File: src/hdl/swm_pkg.sv
// Shared types, constants and control structs of the sliding window median filter.
package swm_pkg;

   localparam int WINDOW_LEN  = 21;
   localparam int VALUE_BITS  = 27;
   localparam int MID_POS     = WINDOW_LEN / 2;
   localparam int IDX_BITS    = $clog2(WINDOW_LEN);
   localparam int COUNT_BITS  = $clog2(WINDOW_LEN + 1);
   localparam int TDATA_BITS  = ((VALUE_BITS + 7) / 8) * 8;
   localparam int TUSER_BITS  = 8;
   localparam int CSR_IDX_BITS = 1;

   localparam logic [VALUE_BITS-1:0] MIN_RESET = VALUE_BITS'(100);
   localparam logic [VALUE_BITS-1:0] MAX_RESET = VALUE_BITS'(100000000);

   localparam logic [CSR_IDX_BITS-1:0] CSR_MIN_VALUE = 1'b0;
   localparam logic [CSR_IDX_BITS-1:0] CSR_MAX_VALUE = 1'b1;

   typedef logic [VALUE_BITS-1:0] value_type;
   typedef logic [IDX_BITS-1:0]   idx_type;
   typedef logic [COUNT_BITS-1:0] count_type;

   typedef enum logic [2:0] {
      ST_IDLE,
      ST_CLASSIFY,
      ST_REMOVE,
      ST_INSERT,
      ST_EMIT
   } state_type;

   typedef struct packed {
      logic capture;
      logic classify;
      logic remove;
      logic insert;
      logic emit;
   } swm_cmd_type;

   typedef struct packed {
      logic reject;
      logic full;
      logic rsp_busy;
   } swm_status_type;

endpackage

File: src/hdl/swm_ctrl.sv
// Sequencer of the median filter: walks one word through classify, remove and insert as needed, and emit.
module swm_ctrl import swm_pkg::*; (
   input  logic           clock,
   input  logic           reset,
   input  logic           req_tvalid,
   output logic           req_tready,
   input  swm_status_type status,
   output swm_cmd_type    cmd
);

   state_type state_ff;
   state_type state_in;

   always_ff @(posedge clock) begin
      if (reset) begin
         state_ff <= ST_IDLE;
      end else begin
         state_ff <= state_in;
      end
   end

   always_comb begin
      state_in = state_ff;
      case (state_ff)
         ST_IDLE: begin
            if (req_tvalid) begin
               state_in = ST_CLASSIFY;
            end
         end
         ST_CLASSIFY: begin
            if (status.reject) begin
               state_in = ST_EMIT;
            end else if (status.full) begin
               state_in = ST_REMOVE;
            end else begin
               state_in = ST_INSERT;
            end
         end
         ST_REMOVE: state_in = ST_INSERT;
         ST_INSERT: state_in = ST_EMIT;
         ST_EMIT: begin
            if (!status.rsp_busy) begin
               state_in = ST_IDLE;
            end
         end
         default: state_in = ST_IDLE;
      endcase
   end

   always_comb begin
      cmd        = '0;
      req_tready = 1'b0;
      case (state_ff)
         ST_IDLE: begin
            req_tready  = 1'b1;
            cmd.capture = req_tvalid;
         end
         ST_CLASSIFY: cmd.classify = 1'b1;
         ST_REMOVE:   cmd.remove   = 1'b1;
         ST_INSERT:   cmd.insert   = 1'b1;
         ST_EMIT:     cmd.emit     = !status.rsp_busy;
         default: begin
            cmd        = '0;
            req_tready = 1'b0;
         end
      endcase
   end

endmodule

File: src/hdl/swm_datapath.sv
// Window storage, sorted copy, range check, config registers and result register.
module swm_datapath import swm_pkg::*; (
   input  logic                    clock,
   input  logic                    reset,
   input  swm_cmd_type             cmd,
   output swm_status_type          status,
   input  logic [TDATA_BITS-1:0]   req_tdata,
   input  logic                    csr_valid,
   output logic                    csr_ready,
   input  logic [CSR_IDX_BITS-1:0] csr_index,
   input  logic [VALUE_BITS-1:0]   csr_data,
   output logic                    rsp_tvalid,
   input  logic                    rsp_tready,
   output logic [TDATA_BITS-1:0]   rsp_tdata,
   output logic [TUSER_BITS-1:0]   rsp_tuser
);

   value_type min_ff, max_ff;
   value_type sample_ff;
   value_type old_ff;
   value_type ring_ff [WINDOW_LEN];
   value_type srt_ff  [WINDOW_LEN];
   value_type rem_in  [WINDOW_LEN];
   value_type ins_in  [WINDOW_LEN];
   count_type fill_ff;
   idx_type   oldest_ff;
   logic      rej_ff, win_full_ff;
   logic      rsp_valid_ff;
   value_type rsp_median_ff;
   logic      rsp_full_ff, rsp_rej_ff;

   logic                  reject;
   logic                  full;
   count_type             ins_n;
   logic [WINDOW_LEN-1:0] gt;
   logic [WINDOW_LEN-1:0] gt_prev;
   logic [WINDOW_LEN-1:0] eq;
   logic [WINDOW_LEN-1:0] after;

   assign csr_ready = 1'b1;
   assign reject    = (sample_ff < min_ff) || (sample_ff > max_ff);
   assign full      = (fill_ff == COUNT_BITS'(WINDOW_LEN));

   assign status.reject   = reject;
   assign status.full     = full;
   assign status.rsp_busy = rsp_valid_ff && !rsp_tready;

   // Drop the first entry equal to the leaving value, close the gap upward.
   always_comb begin
      for (int j = 0; j < WINDOW_LEN; j++) begin
         eq[j] = (srt_ff[j] == old_ff);
      end
      after[0] = eq[0];
      for (int j = 1; j < WINDOW_LEN; j++) begin
         after[j] = after[j-1] | eq[j];
      end
      for (int j = 0; j < WINDOW_LEN - 1; j++) begin
         rem_in[j] = after[j] ? srt_ff[j+1] : srt_ff[j];
      end
      rem_in[WINDOW_LEN-1] = srt_ff[WINDOW_LEN-1];
   end

   // Open a slot after the last held entry not above the new value.
   always_comb begin
      ins_n = win_full_ff ? COUNT_BITS'(WINDOW_LEN - 1) : fill_ff;
      for (int j = 0; j < WINDOW_LEN; j++) begin
         gt[j] = (COUNT_BITS'(j) < ins_n) && (srt_ff[j] > sample_ff);
      end
      gt_prev[0] = 1'b0;
      for (int j = 1; j < WINDOW_LEN; j++) begin
         gt_prev[j] = gt[j-1];
      end
      if ((ins_n != '0) && !gt[0]) begin
         ins_in[0] = srt_ff[0];
      end else begin
         ins_in[0] = sample_ff;
      end
      for (int j = 1; j < WINDOW_LEN; j++) begin
         if ((COUNT_BITS'(j) < ins_n) && !gt[j]) begin
            ins_in[j] = srt_ff[j];
         end else if (gt_prev[j]) begin
            ins_in[j] = srt_ff[j-1];
         end else begin
            ins_in[j] = sample_ff;
         end
      end
   end

   always_ff @(posedge clock) begin
      if (reset) begin
         min_ff <= MIN_RESET;
         max_ff <= MAX_RESET;
      end else if (csr_valid && csr_ready) begin
         case (csr_index)
            CSR_MIN_VALUE: min_ff <= csr_data;
            CSR_MAX_VALUE: max_ff <= csr_data;
            default: ;
         endcase
      end
   end

   always_ff @(posedge clock) begin
      if (reset) begin
         fill_ff   <= '0;
         oldest_ff <= '0;
      end else begin
         if (cmd.insert && !win_full_ff) begin
            fill_ff <= fill_ff + 1'b1;
         end
         if (cmd.remove) begin
            oldest_ff <= (oldest_ff == idx_type'(WINDOW_LEN - 1)) ? '0 : oldest_ff + 1'b1;
         end
      end
   end

   always_ff @(posedge clock) begin
      if (cmd.capture) begin
         sample_ff <= req_tdata[VALUE_BITS-1:0];
      end
      if (cmd.classify) begin
         rej_ff      <= reject;
         win_full_ff <= !reject && full;
         old_ff      <= ring_ff[oldest_ff];
      end
      if (cmd.remove) begin
         ring_ff[oldest_ff] <= sample_ff;
         for (int j = 0; j < WINDOW_LEN; j++) begin
            srt_ff[j] <= rem_in[j];
         end
      end
      if (cmd.insert) begin
         if (!win_full_ff) begin
            ring_ff[fill_ff[IDX_BITS-1:0]] <= sample_ff;
         end
         for (int j = 0; j < WINDOW_LEN; j++) begin
            srt_ff[j] <= ins_in[j];
         end
      end
   end

   always_ff @(posedge clock) begin
      if (reset) begin
         rsp_valid_ff <= 1'b0;
      end else if (cmd.emit) begin
         rsp_valid_ff <= 1'b1;
      end else if (rsp_tready) begin
         rsp_valid_ff <= 1'b0;
      end
   end

   always_ff @(posedge clock) begin
      if (cmd.emit) begin
         rsp_rej_ff  <= rej_ff;
         rsp_full_ff <= win_full_ff;
         if (rej_ff) begin
            rsp_median_ff <= '0;
         end else if (win_full_ff) begin
            rsp_median_ff <= srt_ff[MID_POS];
         end else begin
            rsp_median_ff <= sample_ff;
         end
      end
   end

   assign rsp_tvalid = rsp_valid_ff;
   assign rsp_tdata  = TDATA_BITS'(rsp_median_ff);
   assign rsp_tuser  = TUSER_BITS'({rsp_rej_ff, rsp_full_ff});

endmodule

File: src/hdl/sliding_window_median_core.sv
// Top level of the sliding window median filter: sequencer plus datapath.
//
//  channel | direction | handshake             | payload
//  --------+-----------+-----------------------+---------------------------------------
//  req     | in        | req_tvalid/req_tready | tdata[26:0] sample_value
//  rsp     | out       | rsp_tvalid/rsp_tready | tdata[26:0] median_value,
//          |           |                       | tuser[0] window_full, tuser[1] rejected
//  csr     | in        | csr_valid/csr_ready   | csr_index (0 min, 1 max), csr_data
//
//  A word goes from acceptance to the result register through classify and emit when
//  rejected, through classify, insert and emit while the window fills, and through
//  classify, remove, insert and emit once it is full, one step per cycle save an emit
//  held by a stalled result; the sequencer then returns to idle to take the next word.
//  Synchronous active-high reset clears the sequencer, fill count, oldest pointer,
//  result valid and restores min 100 / max 100000000; window contents need no reset.
//  A stalled result holds in the output register; the next word may be taken
//  meanwhile, and its emit step waits until the register is free.
//  Configuration is always ready and is meant to be written only while idle.
module sliding_window_median_core import swm_pkg::*; (
   input  logic                    clock,
   input  logic                    reset,
   // sample_value [26:0], zero pad above
   input  logic                    req_tvalid,
   output logic                    req_tready,
   input  logic [TDATA_BITS-1:0]   req_tdata,
   // median_value [26:0], zero pad above
   output logic                    rsp_tvalid,
   input  logic                    rsp_tready,
   output logic [TDATA_BITS-1:0]   rsp_tdata,
   // window_full [0], rejected [1], zero pad above
   output logic [TUSER_BITS-1:0]   rsp_tuser,
   input  logic                    csr_valid,
   output logic                    csr_ready,
   input  logic [CSR_IDX_BITS-1:0] csr_index,
   input  logic [VALUE_BITS-1:0]   csr_data
);

   swm_cmd_type    cmd;
   swm_status_type status;

   // Sequencer: one step of the update per cycle, but emit waits while a stalled result holds the register.
   swm_ctrl u_ctrl (
      .clock      (clock),
      .reset      (reset),
      .req_tvalid (req_tvalid),
      .req_tready (req_tready),
      .status     (status),
      .cmd        (cmd)
   );

   // Datapath: arrival ring, sorted copy, range check and result word.
   swm_datapath u_datapath (
      .clock      (clock),
      .reset      (reset),
      .cmd        (cmd),
      .status     (status),
      .req_tdata  (req_tdata),
      .csr_valid  (csr_valid),
      .csr_ready  (csr_ready),
      .csr_index  (csr_index),
      .csr_data   (csr_data),
      .rsp_tvalid (rsp_tvalid),
      .rsp_tready (rsp_tready),
      .rsp_tdata  (rsp_tdata),
      .rsp_tuser  (rsp_tuser)
   );

endmodule

File: config.mk
export PLATFORM = sky130hd
export DESIGN_NAME = sliding_window_median_core
export DESIGN_NICKNAME = d
export VERILOG_FILES = /design/src/hdl/swm_pkg.sv /design/src/hdl/swm_ctrl.sv /design/src/hdl/swm_datapath.sv /design/src/hdl/sliding_window_median_core.sv
export SDC_FILE = /design/constraint.sdc
export NUM_CORES = 2
export LEC_CHECK = 0
export BUFFER_PORTS_ARGS = -buffer_cell sky130_fd_sc_hd__buf_2
export CAP_MARGIN = 10
export CORE_UTILIZATION = 45
export CTS_CLUSTER_DIAMETER = 50
export CTS_CLUSTER_SIZE = 8
export DETAILED_ROUTE_END_ITERATION = 8
export SETUP_SLACK_MARGIN = 0.1
export SYNTH_ARGS = -nofsm -noshare
export SYNTH_HDL_FRONTEND = slang
export SYNTH_SLANG_ARGS = --single-unit
File: constraint.sdc
create_clock -name clock -period 10.5 [get_ports clock]
set_clock_uncertainty 0.1 [all_clocks]
set_input_delay 1.05 -clock clock [delete_from_list [all_inputs] [get_ports clock]]
set_output_delay 1.05 -clock clock [all_outputs]
set_load 0.005 [all_outputs]
==> impl_metrics.toml <==
[route]
drtAntennaViolNets = 0
via_per_inst = 6.582
routedWlPerCell_um = 33.28
num_vias = 58520
drc_errors = 0
drt_wl_total_um = 295800
drt_iter0_markers = 8068
first_pass_iters = 5

[clocking]
cts_tree = "done"
htreeDepth = 4
clockBufferDepth = 3
clkTransAtPathRegs_ps = 50
cts_setup_buffers = 0
cts_buffers = 198
holdBufCountCts = 0
cts_sinks = 1287
clkLatencyLatePin_ps = 900
root_buffer = "clkbuf_16"
cts_resized = 0

[worst_setup_path]
r2r_cells = 11
slowest_stage = "edfxtp_1"
worst-path-buf-inv = 2
cp_common_cell = "nand3_1"
rrSetupSlack_ps = 5150
crit_family = "compound AO/OA/AOI/OAI gates"
crit_path_start_kind = "flip-flop"
crit_required_ps = 10950
critPathMaxStageDelay_ps = 1110
path_cells = "inv_1 > buf_4 > ha_1 > nand3_1 > a21boi_0 > o41ai_1 > nand3_1 > o31ai_1 > nand2b_2 > mux2i_1 > o21ai_0"
crit_path_end_kind = "flip-flop"
critPathMaxFanout = 27
worst-endpoint-arrival_ps = 5800
cp.depth = 11
critPathKind = "reg2reg"
reg2reg_from = "u_datapath.sample_ff[20]"
rr_endpoint = "u_datapath.srt_ff[10][14]"

[min_path]
min_path_type = "in2reg"
whs_path_depth = 1
min_to = "u_datapath.sample_ff[11]"
holdCritStartpoint = "req_tdata[11]"

[die]
num_io_pins = 108
dieArea_mm2 = 0.1704
core-area_mm2 = 0.1674
rows = 150
start_util_pct = 45.35
fp.dieW_um = 412.8
die_h_um = 412.8

[synth]
synthCells = 6480
ys_seq_elements = 1287
yosysWarnings = 0
async_flop_share_pct = 0
synth_cell_type_count = 85
yosysSeqAreaShare_pct = 50.01
synth_flop_cell = "edfxtp_1"
synth-edff-count = 1219
syn_area_per_cell_um2 = 11.72
netlist_area_mm2 = 0.07592

[place]
hpwlAfterDp_um = 196300
gp_congestion = 0.9825
portBuffers = 90

[global_routing]
antenna_found_initial = 7
first_global_vias = 55770
grt_max_degree = 202
track_usage_pct = 34.31
grt_first_pass_wirelength_um = 413300
overflow = 0

[timing]
hold_viol = 0
fmax_mhz = 187.0
finalSetupViolations = 0
slew_viol_final = 0
fin_crit_sh_pct = 50.93
tightestPinTransition_ps = 1342
rsz0062_at_grt = "false"
holdWs_ps = 224.0
max_slew_margin_pct = 10.55
tns_ps = 0
layout_min_cycle_time_ps = 5348

[pwr]
power_density_mw_per_mm2 = 170.5
vdd_drop_max_uv = 158.1
p_leak_nw = 31.61

[finish]
syn_to_final_growth_pct = 12.33
drive_above_1_share_pct = 12.24
nets = 7280

[flow_run]
maxCapViolations = 0

[run_status]
status = "completed"
power by group:
part	leakage, nW	total, mW	internal [mW]	switching, mW
registers	11.6	5.90	5.78	0.115
clock network	2.95	6.23	3.79	2.43
logic	17.1	2.42	0.778	1.64
total	31.6	14.5	10.4	4.19
layout by cell type, fill, tap and decap left out, types with 241 or more instances in the layout:
cell,count
xnor2_1,241
mux2i_1,301
xor2_1,306
a21oi_1,373
nor2_1,269
nand2_1,729
ha_1,624
nand3_1,288
o21ai_0,304
edfxtp_1,1219
cells in the mapped netlist, types with 19 or more instances:
cell / n / area (um2)
edfxtp_1: 1219 / 36610
nand2_1: 730 / 2740
ha_1: 624 / 7807
a21oi_1: 382 / 1912
xor2_1: 306 / 2680
o21ai_0: 305 / 1526
mux2i_1: 301 / 3013
nor2_1: 295 / 1107
nand3_1: 288 / 1441
xnor2_1: 241 / 2111
o211ai_1: 208 / 1562
clkbuf_1: 206 / 773.2
mux4_2: 162 / 3649
nand4_1: 162 / 1013
inv_1: 132 / 495.5
nor4_1: 102 / 638.1
dfxtp_1: 68 / 1361
buf_4: 64 / 480.5
nor3_1: 63 / 315.3
buf_2: 57 / 285.3
a32oi_1: 54 / 473.0
a21o_1: 48 / 360.4
a211oi_1: 47 / 352.8
o21a_1: 36 / 270.3
buf_1: 30 / 112.6
nor2b_1: 27 / 168.9
mux2_2: 26 / 292.8
nand2b_1: 24 / 150.1
o21ai_1: 23 / 115.1
nand3b_1: 19 / 142.6
worst reg2reg max path: stages, from the launching register on:
cell,delay (ps)
edfxtp_1,1110
inv_1,100
buf_4,350
ha_1,450
nand3_1,90
a21boi_0,80
o41ai_1,350
nand3_1,230
o31ai_1,840
nand2b_2,890
mux2i_1,310
o21ai_0,110
how the worst max path moves through the flow:
stage                                         from                   endpoint
after floorplan           u_datapath.sample_ff[15]    u_datapath.srt_ff[1][0]
after global placement    u_datapath.sample_ff[20]  u_datapath.srt_ff[10][13]
after detailed placement  u_datapath.sample_ff[20]  u_datapath.srt_ff[10][14]
after CTS                 u_datapath.sample_ff[20]  u_datapath.srt_ff[10][14]
after global routing      u_datapath.sample_ff[20]  u_datapath.srt_ff[10][17]
final                     u_datapath.sample_ff[20]  u_datapath.srt_ff[10][14]
sequential cells by signal, indices dropped and copies added, names as in the netlist:
| signal | cells |
|---|---|
| u_ctrl.state_ff | 3 |
| u_datapath.ring_ff | 567 |
| u_datapath.old_ff | 27 |
| u_datapath.rsp_tvalid | 1 |
| u_datapath.srt_ff | 567 |
| u_datapath.rsp_rej_ff | 1 |
| u_datapath.min_ff | 27 |
| u_datapath.rsp_median_ff | 27 |
| u_datapath.sample_ff | 27 |
| u_datapath.rej_ff | 1 |
| u_datapath.max_ff | 27 |
| u_datapath.fill_ff | 5 |
| u_datapath.oldest_ff | 5 |
| u_datapath.win_full_ff | 1 |
| u_datapath.rsp_full_ff | 1 |
per-layer routing:
| layer | share of wire [%] | global-route usage [%] | routed length (um) |
|---|---|---|---|
| met1 | 40 | 47.88 | 119100 |
| met4 | 6.4 | 19.56 | 19010 |
| met5 | 0 | 0 | 0 |
| met2 | 41 | 48.39 | 122200 |
| met3 | 12 | 8.465 | 35510 |
area by class of cell:
cell class              count  area, um2
multi-input cells        4691      35970
fillers                 14730      82120
flip-flops and latches   1287      37980
diodes                      3      7.507
repair buffers            281       1942
clock inverters            53      944.7
clock buffers             239       5190
inverters                 132      495.5
well taps                2204       2758
logic make-up (layout without fill, tap and decap cells):
| kind of cell | after synthesis | after routing | synth area share (%) |
|---|---|---|---|
| buffers and inverters | 512 | 705 | 3.199 |
| other | 2 | 15 | 0.009892 |
| AND/OR/NAND/NOR | 1780 | 1780 | 10.86 |
| multiplexers | 489 | 489 | 9.160 |
| flip-flops | 1287 | 1287 | 50.01 |
| adder cells (fa/ha/maj) | 624 | 624 | 10.28 |
| AO/OA/AOI/OAI | 1239 | 1239 | 10.17 |
| XOR/XNOR | 547 | 547 | 6.310 |
metrics by stage:
step	utilization [%]	instances	area (um2)	power [mW]	setup WS, ps
3_5_place_dp	47.26	8593	79120	8.326	5372
4_1_cts	50.93	8885	85260	14.52	5234
6_report	50.94	8890	85290	14.54	5152
3_3_place_gp	47.26	8593	79120	8.278	5373
5_1_grt	50.94	8887	85280	14.93	4951
2_1_floorplan	-	6490	75960	7.409	5073
No activity file was read; power rests on OpenSTA's default activity.
